--- src/sv/ppmd_pkg.sv ---
`timescale 1ns / 1ps
// ----------------------------------------------------------------------------
// ppmd_pkg: shared types and constants of the PPM stream decoder
// Item structures for the byte and result channels, result kinds, the
// character codes of the header syntax and the limits on parsed values.
// ----------------------------------------------------------------------------
package ppmd_pkg;

	// Limits on header values.
	localparam int MAX_DIM      = 16383;
	localparam int DIM_W        = 14;
	localparam int MAXVAL_LIMIT = 255;
	// The number accumulator saturates just above the largest legal value,
	// so any over-long number still fails the range check.
	localparam int ACC_W        = 15;
	localparam int ACC_CAP      = MAX_DIM + 1;
	localparam int PIX_CNT_W    = 2 * DIM_W;

	// Character codes used by the header parser.
	localparam logic [7:0] CH_P     = 8'h50;
	localparam logic [7:0] CH_SIX   = 8'h36;
	localparam logic [7:0] CH_LOW_A = 8'h61;
	localparam logic [7:0] CH_HASH  = 8'h23;
	localparam logic [7:0] CH_ZERO  = 8'h30;
	localparam logic [7:0] CH_NINE  = 8'h39;
	localparam logic [7:0] CH_SPACE = 8'h20;
	localparam logic [7:0] CH_TAB   = 8'h09;
	localparam logic [7:0] CH_LF    = 8'h0A;
	localparam logic [7:0] CH_CR    = 8'h0D;
	localparam logic [7:0] OPAQUE   = 8'hFF;

	typedef enum logic [1:0] {
		KIND_HEADER = 2'd0,
		KIND_PIXEL  = 2'd1,
		KIND_ERROR  = 2'd2,
		KIND_NONE   = 2'd3
	} kind_t;

	typedef struct packed {
		logic [7:0] data_byte;
		logic       end_of_file;
	} byte_item_t;

	typedef struct packed {
		logic [1:0]       result_kind;
		logic [31:0]      argb;
		logic [DIM_W-1:0] image_width;
		logic [DIM_W-1:0] image_height;
		logic             has_alpha;
		logic             last_pixel;
	} result_item_t;

	// Space, TAB, LF, VT, FF and CR.
	function automatic logic is_ws(input logic [7:0] b);
		return (b == CH_SPACE) || ((b >= CH_TAB) && (b <= CH_CR));
	endfunction

	function automatic logic is_digit(input logic [7:0] b);
		return (b >= CH_ZERO) && (b <= CH_NINE);
	endfunction

endpackage

--- src/sv/ppmd_pixel_scale.sv ---
`timescale 1ns / 1ps
// ----------------------------------------------------------------------------
// ppmd_pixel_scale: channel scaling for one pixel
// Scales the four channel bytes of a pixel to floor(c * maxval / 255) and
// packs them as an ARGB word.
// ----------------------------------------------------------------------------
module ppmd_pixel_scale (
	input  logic [3:0][7:0] channels,
	input  logic [7:0]      maxval,
	output logic [31:0]     argb
);

	logic [3:0][15:0] prod;
	logic [3:0][15:0] quot_sum;

	// For products up to 255 * 255, (x + (x >> 8) + 1) >> 8 equals x / 255 exactly.
	always_comb begin
		for (int i = 0; i < 4; i++) begin
			prod[i]     = {8'd0, channels[i]} * {8'd0, maxval};
			quot_sum[i] = prod[i] + {8'd0, prod[i][15:8]} + 16'd1;
			argb[i*8 +: 8] = quot_sum[i][15:8];
		end
	end

endmodule

--- src/sv/ppm_stream_decoder.sv ---
`timescale 1ns / 1ps
// ----------------------------------------------------------------------------
// ppm_stream_decoder: binary PPM (P6 / P6a) byte stream decoder
// Parses the header of a binary PPM file arriving one byte per item, emits a
// header result, then one scaled ARGB32 word per pixel, or an error result.
// ----------------------------------------------------------------------------
//
//  Channel   Handshake                   Payload        Direction
//  byte      byte_valid / byte_ready     byte_item      into the block
//  result    result_valid / result_ready result_item    out of the block
//
// A byte item that is taken goes into the input register, and the decode
// logic works on it there; the result register is loaded when that byte item
// moves on, and a new byte item is taken in every cycle while results flow.
// The decode stage stalls only while the result register holds an item that
// has not been taken; the input register then keeps its byte item and
// byte_ready stays low until the result goes.
// Reset returns the parser to the first magic byte; no clearing pass is needed.
// After a byte item marked end of file the parser starts over with the next.
//
module ppm_stream_decoder (
	input  logic                   clk,
	input  logic                   arst_n,
	input  logic                   byte_valid,
	output logic                   byte_ready,
	input  ppmd_pkg::byte_item_t   byte_item,
	output logic                   result_valid,
	input  logic                   result_ready,
	output ppmd_pkg::result_item_t result_item
);

	// Parser phases, one-hot.
	typedef enum logic [11:0] {
		PH_MAGIC_P   = 12'b0000_0000_0001,
		PH_MAGIC_6   = 12'b0000_0000_0010,
		PH_MAGIC_SEP = 12'b0000_0000_0100,
		PH_ALPHA_SEP = 12'b0000_0000_1000,
		PH_PRE_WS    = 12'b0000_0001_0000,
		PH_COMMENT   = 12'b0000_0010_0000,
		PH_POST_WS   = 12'b0000_0100_0000,
		PH_DIGITS    = 12'b0000_1000_0000,
		PH_TAIL      = 12'b0001_0000_0000,
		PH_GAP       = 12'b0010_0000_0000,
		PH_PIXELS    = 12'b0100_0000_0000,
		PH_WAIT      = 12'b1000_0000_0000
	} phase_t;

	// Input register.
	logic                 valid_s1;
	ppmd_pkg::byte_item_t item_s1;
	logic                 advance;

	// Parser state.
	phase_t                              phase_q;
	logic                                alpha_q;
	logic [ppmd_pkg::ACC_W-1:0]          acc_q;
	logic [ppmd_pkg::DIM_W-1:0]          width_q;
	logic [ppmd_pkg::DIM_W-1:0]          height_q;
	logic [7:0]                          maxval_q;
	logic [1:0]                          chan_idx_q;
	logic [23:0]                         chan_bytes_q;
	logic [ppmd_pkg::PIX_CNT_W-1:0]      pix_left_q;

	phase_t                              phase_nx;
	logic                                alpha_nx;
	logic [ppmd_pkg::ACC_W-1:0]          acc_nx;
	logic [ppmd_pkg::DIM_W-1:0]          width_nx;
	logic [ppmd_pkg::DIM_W-1:0]          height_nx;
	logic [7:0]                          maxval_nx;
	logic [1:0]                          chan_idx_nx;
	logic [23:0]                         chan_bytes_nx;
	logic [ppmd_pkg::PIX_CNT_W-1:0]      pix_left_nx;

	ppmd_pkg::kind_t                     kind;
	logic                                last;
	logic [7:0]                          b;
	logic [3:0]                          digit;
	logic [ppmd_pkg::ACC_W+2:0]          acc_ext;
	logic [ppmd_pkg::PIX_CNT_W-1:0]      pix_total;
	logic [ppmd_pkg::PIX_CNT_W-1:0]      pix_dec;
	logic [3:0][7:0]                     pix_channels;
	logic [31:0]                         pix_argb;
	ppmd_pkg::result_item_t              result_nx;

	// The input register takes a new byte whenever it is empty or its
	// current byte moves on in the same cycle.
	assign advance    = valid_s1 && (!result_valid || result_ready);
	assign byte_ready = !valid_s1 || advance;

	always_ff @(posedge clk or negedge arst_n) begin
		if (!arst_n) begin
			valid_s1 <= 1'b0;
		end else if (byte_valid && byte_ready) begin
			valid_s1 <= 1'b1;
		end else if (advance) begin
			valid_s1 <= 1'b0;
		end
	end

	always_ff @(posedge clk) begin
		if (byte_valid && byte_ready) begin
			item_s1 <= byte_item;
		end
	end

	assign b         = item_s1.data_byte;
	assign digit     = 4'(b - ppmd_pkg::CH_ZERO);
	assign acc_ext   = {acc_q, 3'b000} + {2'b00, acc_q, 1'b0}
		+ {{(ppmd_pkg::ACC_W - 1){1'b0}}, digit};
	assign pix_total = {{ppmd_pkg::DIM_W{1'b0}}, width_q}
		* {{ppmd_pkg::DIM_W{1'b0}}, height_q};
	assign pix_dec   = (pix_left_q != '0) ? pix_left_q - ppmd_pkg::PIX_CNT_W'(1) : pix_left_q;

	// Alpha is fully opaque when the file carries no alpha byte.
	assign pix_channels = {alpha_q ? chan_bytes_q[23:16] : ppmd_pkg::OPAQUE,
		chan_bytes_q[15:8], chan_bytes_q[7:0], b};

	ppmd_pixel_scale u_scale (
		.channels (pix_channels),
		.maxval   (maxval_q),
		.argb     (pix_argb)
	);

	// Decode of one byte against the parser state.
	always_comb begin
		phase_nx      = phase_q;
		alpha_nx      = alpha_q;
		acc_nx        = acc_q;
		width_nx      = width_q;
		height_nx     = height_q;
		maxval_nx     = maxval_q;
		chan_idx_nx   = chan_idx_q;
		chan_bytes_nx = chan_bytes_q;
		pix_left_nx   = pix_left_q;
		kind          = ppmd_pkg::KIND_NONE;
		last          = 1'b0;

		case (phase_q)
			PH_MAGIC_P: begin
				if (b == ppmd_pkg::CH_P) phase_nx = PH_MAGIC_6;
				else kind = ppmd_pkg::KIND_ERROR;
			end
			PH_MAGIC_6: begin
				if (b == ppmd_pkg::CH_SIX) phase_nx = PH_MAGIC_SEP;
				else kind = ppmd_pkg::KIND_ERROR;
			end
			PH_MAGIC_SEP: begin
				if (b == ppmd_pkg::CH_LOW_A) begin
					alpha_nx = 1'b1;
					phase_nx = PH_ALPHA_SEP;
				end else if (ppmd_pkg::is_ws(b)) begin
					phase_nx = PH_PRE_WS;
				end else begin
					kind = ppmd_pkg::KIND_ERROR;
				end
			end
			PH_ALPHA_SEP: begin
				if (ppmd_pkg::is_ws(b)) phase_nx = PH_PRE_WS;
				else kind = ppmd_pkg::KIND_ERROR;
			end
			PH_PRE_WS, PH_POST_WS, PH_GAP: begin
				if (!ppmd_pkg::is_ws(b)) begin
					// Only the first non-whitespace byte after the magic may open a comment.
					if (phase_q == PH_PRE_WS && b == ppmd_pkg::CH_HASH) begin
						phase_nx = PH_COMMENT;
					end else if (ppmd_pkg::is_digit(b)) begin
						acc_nx   = {{(ppmd_pkg::ACC_W - 4){1'b0}}, digit};
						phase_nx = PH_DIGITS;
					end else begin
						acc_nx   = '0;
						phase_nx = PH_TAIL;
					end
				end
			end
			PH_COMMENT: begin
				if (b == ppmd_pkg::CH_CR || b == ppmd_pkg::CH_LF) phase_nx = PH_POST_WS;
			end
			PH_DIGITS, PH_TAIL: begin
				if (ppmd_pkg::is_ws(b)) begin
					// End of a token: range check and store.
					acc_nx = '0;
					if (chan_idx_q != 2'd2) begin
						if (acc_q == '0 || acc_q > ppmd_pkg::ACC_W'(ppmd_pkg::MAX_DIM)) begin
							kind = ppmd_pkg::KIND_ERROR;
						end else begin
							if (chan_idx_q == 2'd0) width_nx = acc_q[ppmd_pkg::DIM_W-1:0];
							else height_nx = acc_q[ppmd_pkg::DIM_W-1:0];
							chan_idx_nx = chan_idx_q + 2'd1;
							phase_nx    = PH_GAP;
						end
					end else begin
						if (acc_q == '0 ||
							acc_q > ppmd_pkg::ACC_W'(ppmd_pkg::MAXVAL_LIMIT)) begin
							kind = ppmd_pkg::KIND_ERROR;
						end else begin
							maxval_nx     = acc_q[7:0];
							chan_idx_nx   = 2'd0;
							chan_bytes_nx = '0;
							pix_left_nx   = pix_total;
							phase_nx      = PH_PIXELS;
							kind          = ppmd_pkg::KIND_HEADER;
						end
					end
				end else if (phase_q == PH_DIGITS) begin
					if (ppmd_pkg::is_digit(b)) begin
						if (acc_ext > (ppmd_pkg::ACC_W + 3)'(ppmd_pkg::ACC_CAP))
							acc_nx = ppmd_pkg::ACC_W'(ppmd_pkg::ACC_CAP);
						else
							acc_nx = acc_ext[ppmd_pkg::ACC_W-1:0];
					end else begin
						phase_nx = PH_TAIL;
					end
				end
			end
			PH_PIXELS: begin
				if (chan_idx_q < (alpha_q ? 2'd3 : 2'd2)) begin
					chan_bytes_nx = {chan_bytes_q[15:0], b};
					chan_idx_nx   = chan_idx_q + 2'd1;
				end else begin
					kind          = ppmd_pkg::KIND_PIXEL;
					chan_idx_nx   = 2'd0;
					chan_bytes_nx = '0;
					pix_left_nx   = pix_dec;
					if (pix_dec == '0) begin
						last     = 1'b1;
						phase_nx = PH_WAIT;
					end
				end
			end
			default: begin
				phase_nx = PH_WAIT;
			end
		endcase

		if (kind == ppmd_pkg::KIND_ERROR) phase_nx = PH_WAIT;

		// End of file: anything short of the final pixel is an error, and the
		// parser starts over on the next byte.
		if (item_s1.end_of_file) begin
			if (phase_q != PH_WAIT && !(kind == ppmd_pkg::KIND_PIXEL && last))
				kind = ppmd_pkg::KIND_ERROR;
			phase_nx      = PH_MAGIC_P;
			alpha_nx      = 1'b0;
			acc_nx        = '0;
			width_nx      = '0;
			height_nx     = '0;
			maxval_nx     = '0;
			chan_idx_nx   = 2'd0;
			chan_bytes_nx = '0;
			pix_left_nx   = '0;
		end
	end

	always_comb begin
		result_nx             = '0;
		result_nx.result_kind = kind;
		case (kind)
			ppmd_pkg::KIND_HEADER: begin
				result_nx.image_width  = width_q;
				result_nx.image_height = height_q;
				result_nx.has_alpha    = alpha_q;
			end
			ppmd_pkg::KIND_PIXEL: begin
				result_nx.argb       = pix_argb;
				result_nx.last_pixel = last;
			end
			default: begin
			end
		endcase
	end

	always_ff @(posedge clk or negedge arst_n) begin
		if (!arst_n) begin
			phase_q      <= PH_MAGIC_P;
			alpha_q      <= 1'b0;
			acc_q        <= '0;
			width_q      <= '0;
			height_q     <= '0;
			maxval_q     <= '0;
			chan_idx_q   <= 2'd0;
			chan_bytes_q <= '0;
			pix_left_q   <= '0;
		end else if (advance) begin
			phase_q      <= phase_nx;
			alpha_q      <= alpha_nx;
			acc_q        <= acc_nx;
			width_q      <= width_nx;
			height_q     <= height_nx;
			maxval_q     <= maxval_nx;
			chan_idx_q   <= chan_idx_nx;
			chan_bytes_q <= chan_bytes_nx;
			pix_left_q   <= pix_left_nx;
		end
	end

	// Result register.
	always_ff @(posedge clk or negedge arst_n) begin
		if (!arst_n) begin
			result_valid <= 1'b0;
		end else if (advance && kind != ppmd_pkg::KIND_NONE) begin
			result_valid <= 1'b1;
		end else if (result_ready) begin
			result_valid <= 1'b0;
		end
	end

	always_ff @(posedge clk) begin
		if (advance && kind != ppmd_pkg::KIND_NONE) begin
			result_item <= result_nx;
		end
	end

`ifndef ASSERT_OFF
	// A byte in the input register is never lost while the decode stage stalls.
	a_s1_hold: assert property (@(posedge clk) disable iff (!arst_n)
		valid_s1 && !advance |=> valid_s1 && $stable(item_s1))
		else $error("input register overwritten while stalled");

	// Once the image is finished or failed, no further result appears.
	a_wait_silent: assert property (@(posedge clk) disable iff (!arst_n)
		advance && phase_q == PH_WAIT |-> kind == ppmd_pkg::KIND_NONE)
		else $error("result produced while waiting for end of file");

	// The last-pixel flag only travels with pixel results.
	a_last_is_pixel: assert property (@(posedge clk) disable iff (!arst_n)
		result_valid && result_item.last_pixel
		|-> result_item.result_kind == ppmd_pkg::KIND_PIXEL)
		else $error("last_pixel set on a non-pixel result");

	// The result register never presents the internal no-result code.
	a_kind_real: assert property (@(posedge clk) disable iff (!arst_n)
		result_valid |-> result_item.result_kind != ppmd_pkg::KIND_NONE)
		else $error("result register holds no-result kind");
`endif

endmodule

--- config.mk ---
export PLATFORM = sky130hd
export DESIGN_NAME = ppm_stream_decoder
export DESIGN_NICKNAME = d
export VERILOG_FILES = /design/src/sv/ppmd_pkg.sv /design/src/sv/ppmd_pixel_scale.sv /design/src/sv/ppm_stream_decoder.sv
export SDC_FILE = /design/constraint.sdc
export NUM_CORES = 2
export LEC_CHECK = 0
export ABC_AREA = 1
export ABC_CLOCK_PERIOD_IN_PS = 11000
export BUFFER_PORTS_ARGS = -buffer_cell sky130_fd_sc_hd__buf_2
export CAP_MARGIN = 20
export CORE_AREA = 2 2 290 292
export DETAILED_ROUTE_END_ITERATION = 8
export DIE_AREA = 0 0 292 294
export PLACE_DENSITY_LB_ADDON = 0.12
export SLEW_MARGIN = 10
export SYNTH_ARGS = -nofsm -noshare
export SYNTH_HDL_FRONTEND = slang
export SYNTH_SLANG_ARGS = --single-unit
export TNS_END_PERCENT = 30
--- constraint.sdc ---
create_clock -name clk -period 11 [get_ports clk]
set_input_delay 1.65 -clock clk [delete_from_list [all_inputs] [get_ports clk]]
set_output_delay 1.65 -clock clk [all_outputs]
set_load 0.1 [all_outputs]
==> reports/results.ini <==
[global_route]
grt_pass1_vias = 24592
grt_overflow = 0
use_met1_pct = 24.95
grtUsageMet2_pct = 33.48
grtUsageTotal_pct = 19.36
grt_max_degree = 64
grt_use_met3_pct = 2.832
antenna_found_initial = 0
grt_pass1_wl_um = 131300
busiest_layer = met2

[cts]
cts_tree = done
root_buffer = clkbuf_16
clk_pin_slew_worst_paths_ps = 90
cts_max_path_buffers = 2
numCtsBuffers = 17
worstSkewPairLatency_ps = 520
cts_htree_levels = 4
cts_setup_buffers = 0
ctsResizeCount = 0
hold_buffers = 0
cts.sinks = 193

[sta]
max_slew_margin_pct = 37.22
fmax_mhz = 153.8
tns_ps = 0
finalCritPeriodShare_pct = 59.12
setup_ws_ps = 4497
rsz0062_at_grt = false
finalSetupViolations = 0
fin_skew_ps = 22.03
worst_pin_slew_ps = 935.8
slew_violations = 0
hold_viol_final = 0
fin_hold_ws_ps = 504.7
layout_min_cycle_time_ps = 6503

[logic_synthesis]
synth_top_cell_area_share_pct = 19.98
synth-edff-count = 73
yosysUniqueCellTypes = 59
synthCells = 4047
syn_nets = 4642
avgSynthCellArea_um2 = 7.105
postSynth.asyncResetShare_pct = 62.18
ys.flop_type = dfrtp_1
synthTopCellsByArea = fa_1 20%, nand2_1 14%, ha_1 13%
synth-seq-area-share_pct = 18.07
synth_common_cells = 1084 x nand2_1, 908 x inv_1, 333 x nor2_1, 295 x ha_1, 287 x fa_1
syn-cell-area_mm2 = 0.02875
synth_largest_area_cell = fa_1
yosysMostFrequentCell = nand2_1
yosys_register_bits = 193
yosysWarnings = 0

[layout]
seq_area_mm2 = 0.005196
drive_gt1_share_pct = 4.887
nFillCells = 9054
postLayoutCoreUtil_pct = 36.94
multi_input_area_mm2 = 0.01950
diodes = 0
area_growth_pct = 6.492
fin_nets = 4613

[detailed_routing]
vias_per_cell = 4.773
routedWlPerCell_um = 15.82
num_vias = 24393
drtIter0Drc = 1395
drc = 0
routed_wirelength_um = 80840
drtAntennaViolNets = 0
dr.pass1.iters = 5

[worst_setup_path]
crit_arrival_ps = 6760
criticalPathCategory = flip-flop to flip-flop
cp.required_ps = 11260
critPathMostFrequentCell = inv_1
startpoint = alpha_q$_DFFE_PN0P_
path_max_fanout = 17
cp_top_family = adder cells
cpMaxStageDelayCell = fa_1
critPathBufInv = 7
r2r_start = alpha_q$_DFFE_PN0P_
slowest_delay_ps = 570
endpoint_kind = flip-flop
cp-start-kind = flip-flop

[power]
peakVddDrop_mv = 0.1320
leakagePower_nw = 17.92
power_mw = 2.340
powerDensity_mw_per_mm2 = 76.40

[place]
place.gp.congestion = 0.8372
hpwl_um = 63610
io_buffers = 78
place_ws_ps = 4512

[min_path]
hp-start = chan_bytes_q[21]$_DFFE_PN0P_
hp-class = flip-flop to flip-flop

[floorplan]
die_w_um = 292
coreArea_mm2 = 0.08289
fp.dieH_um = 294
start_util_pct = 34.69
io-pin-count = 79
rows = 106
die-area_mm2 = 0.08585

[run]
cap_violations = 0

[run_status]
status = finished clean

-- worst reg2reg max path, delay by kind of cell, from the launching register on --
kind            cells  cell delay [ps]
simple gates       11             1500
compound gates      3              390
flops               1              390
fa+ha+maj           6             2770
buf+inv             7              910
xor+xnor            1              310
-- cell type report --
type                       count  area share [%]
inverter                     919           11.27
clock buffer                  17           1.389
sequential                   193           16.97
timing repair buffer          94           1.688
clock inverter                15          0.5761
multi-input combinational   2793           63.69
tap                         1080           4.413
-- per-stage QoR --
stage,area (um^2),instances
floorplan,28750,4047
global placement,30020,5079
detailed placement,30020,5079
CTS,30620,5111
global route,30620,5111
finish,30620,5111
-- layer usage --
layer / part of all wire [%] / vias to the layer above
met2: 48 / 405
met3: 3.8 / 72
li1: - / 12270
met4: 2.4 / 0
met5: 0 / -
met1: 46 / 11646
-- cells in the final DEF, fill, tap and decap left out, drive strengths merged, types with 73 or more instances in the layout --
cell	instances
dfrtp	119
fa	287
nand2	1097
a21oi	112
nor2	358
ha	295
inv	926
o21ai	158
nand3	218
buf	94
edfxtp	73
-- flip-flops by register name, indices dropped and copies added (netlist names), 12 cells and up --
register / cells
acc_q: 15
chan_bytes_q: 24
height_q: 14
phase_q: 12
pix_left_q: 28
result_item: 64
width_q: 14
-- power by group --
group | switching (mW) | internal [mW] | total, mW
logic | 0.666 | 0.102 | 0.768
registers | 0.0509 | 0.838 | 0.889
clock network | 0.373 | 0.310 | 0.683
-- kinds of logic (layout without fill, tap and decap cells) --
family | Yosys count | in the layout | synth area share, %
xor gates and xnor gates | 72 | 72 | 2.193
adders and majority gates | 582 | 582 | 32.82
buffers and inverters | 1061 | 1045 | 14.10
AOI/OAI and AO/OA | 337 | 337 | 6.527
and+or+nand+nor | 1801 | 1801 | 26.25
muxes | 1 | 1 | 0.03481
DFF | 193 | 193 | 18.07
-- worst paths after layout --
path                       slack, ps  depth (start not counted)                       endpoint
max reg2reg                     4500                         28  result_item[61]$_SDFFCE_PP0P_
min in group asynchronous       1130                          1      pix_left_q[8]$_DFFE_PN0P_
min                              500                          2   chan_bytes_q[21]$_DFFE_PN0P_
max                             4500                         28  result_item[61]$_SDFFCE_PP0P_
max in group asynchronous       8550                          2         width_q[3]$_DFFE_PN0P_
min reg2reg                      500                          2   chan_bytes_q[21]$_DFFE_PN0P_
Power figures use the tool's default switching activity.
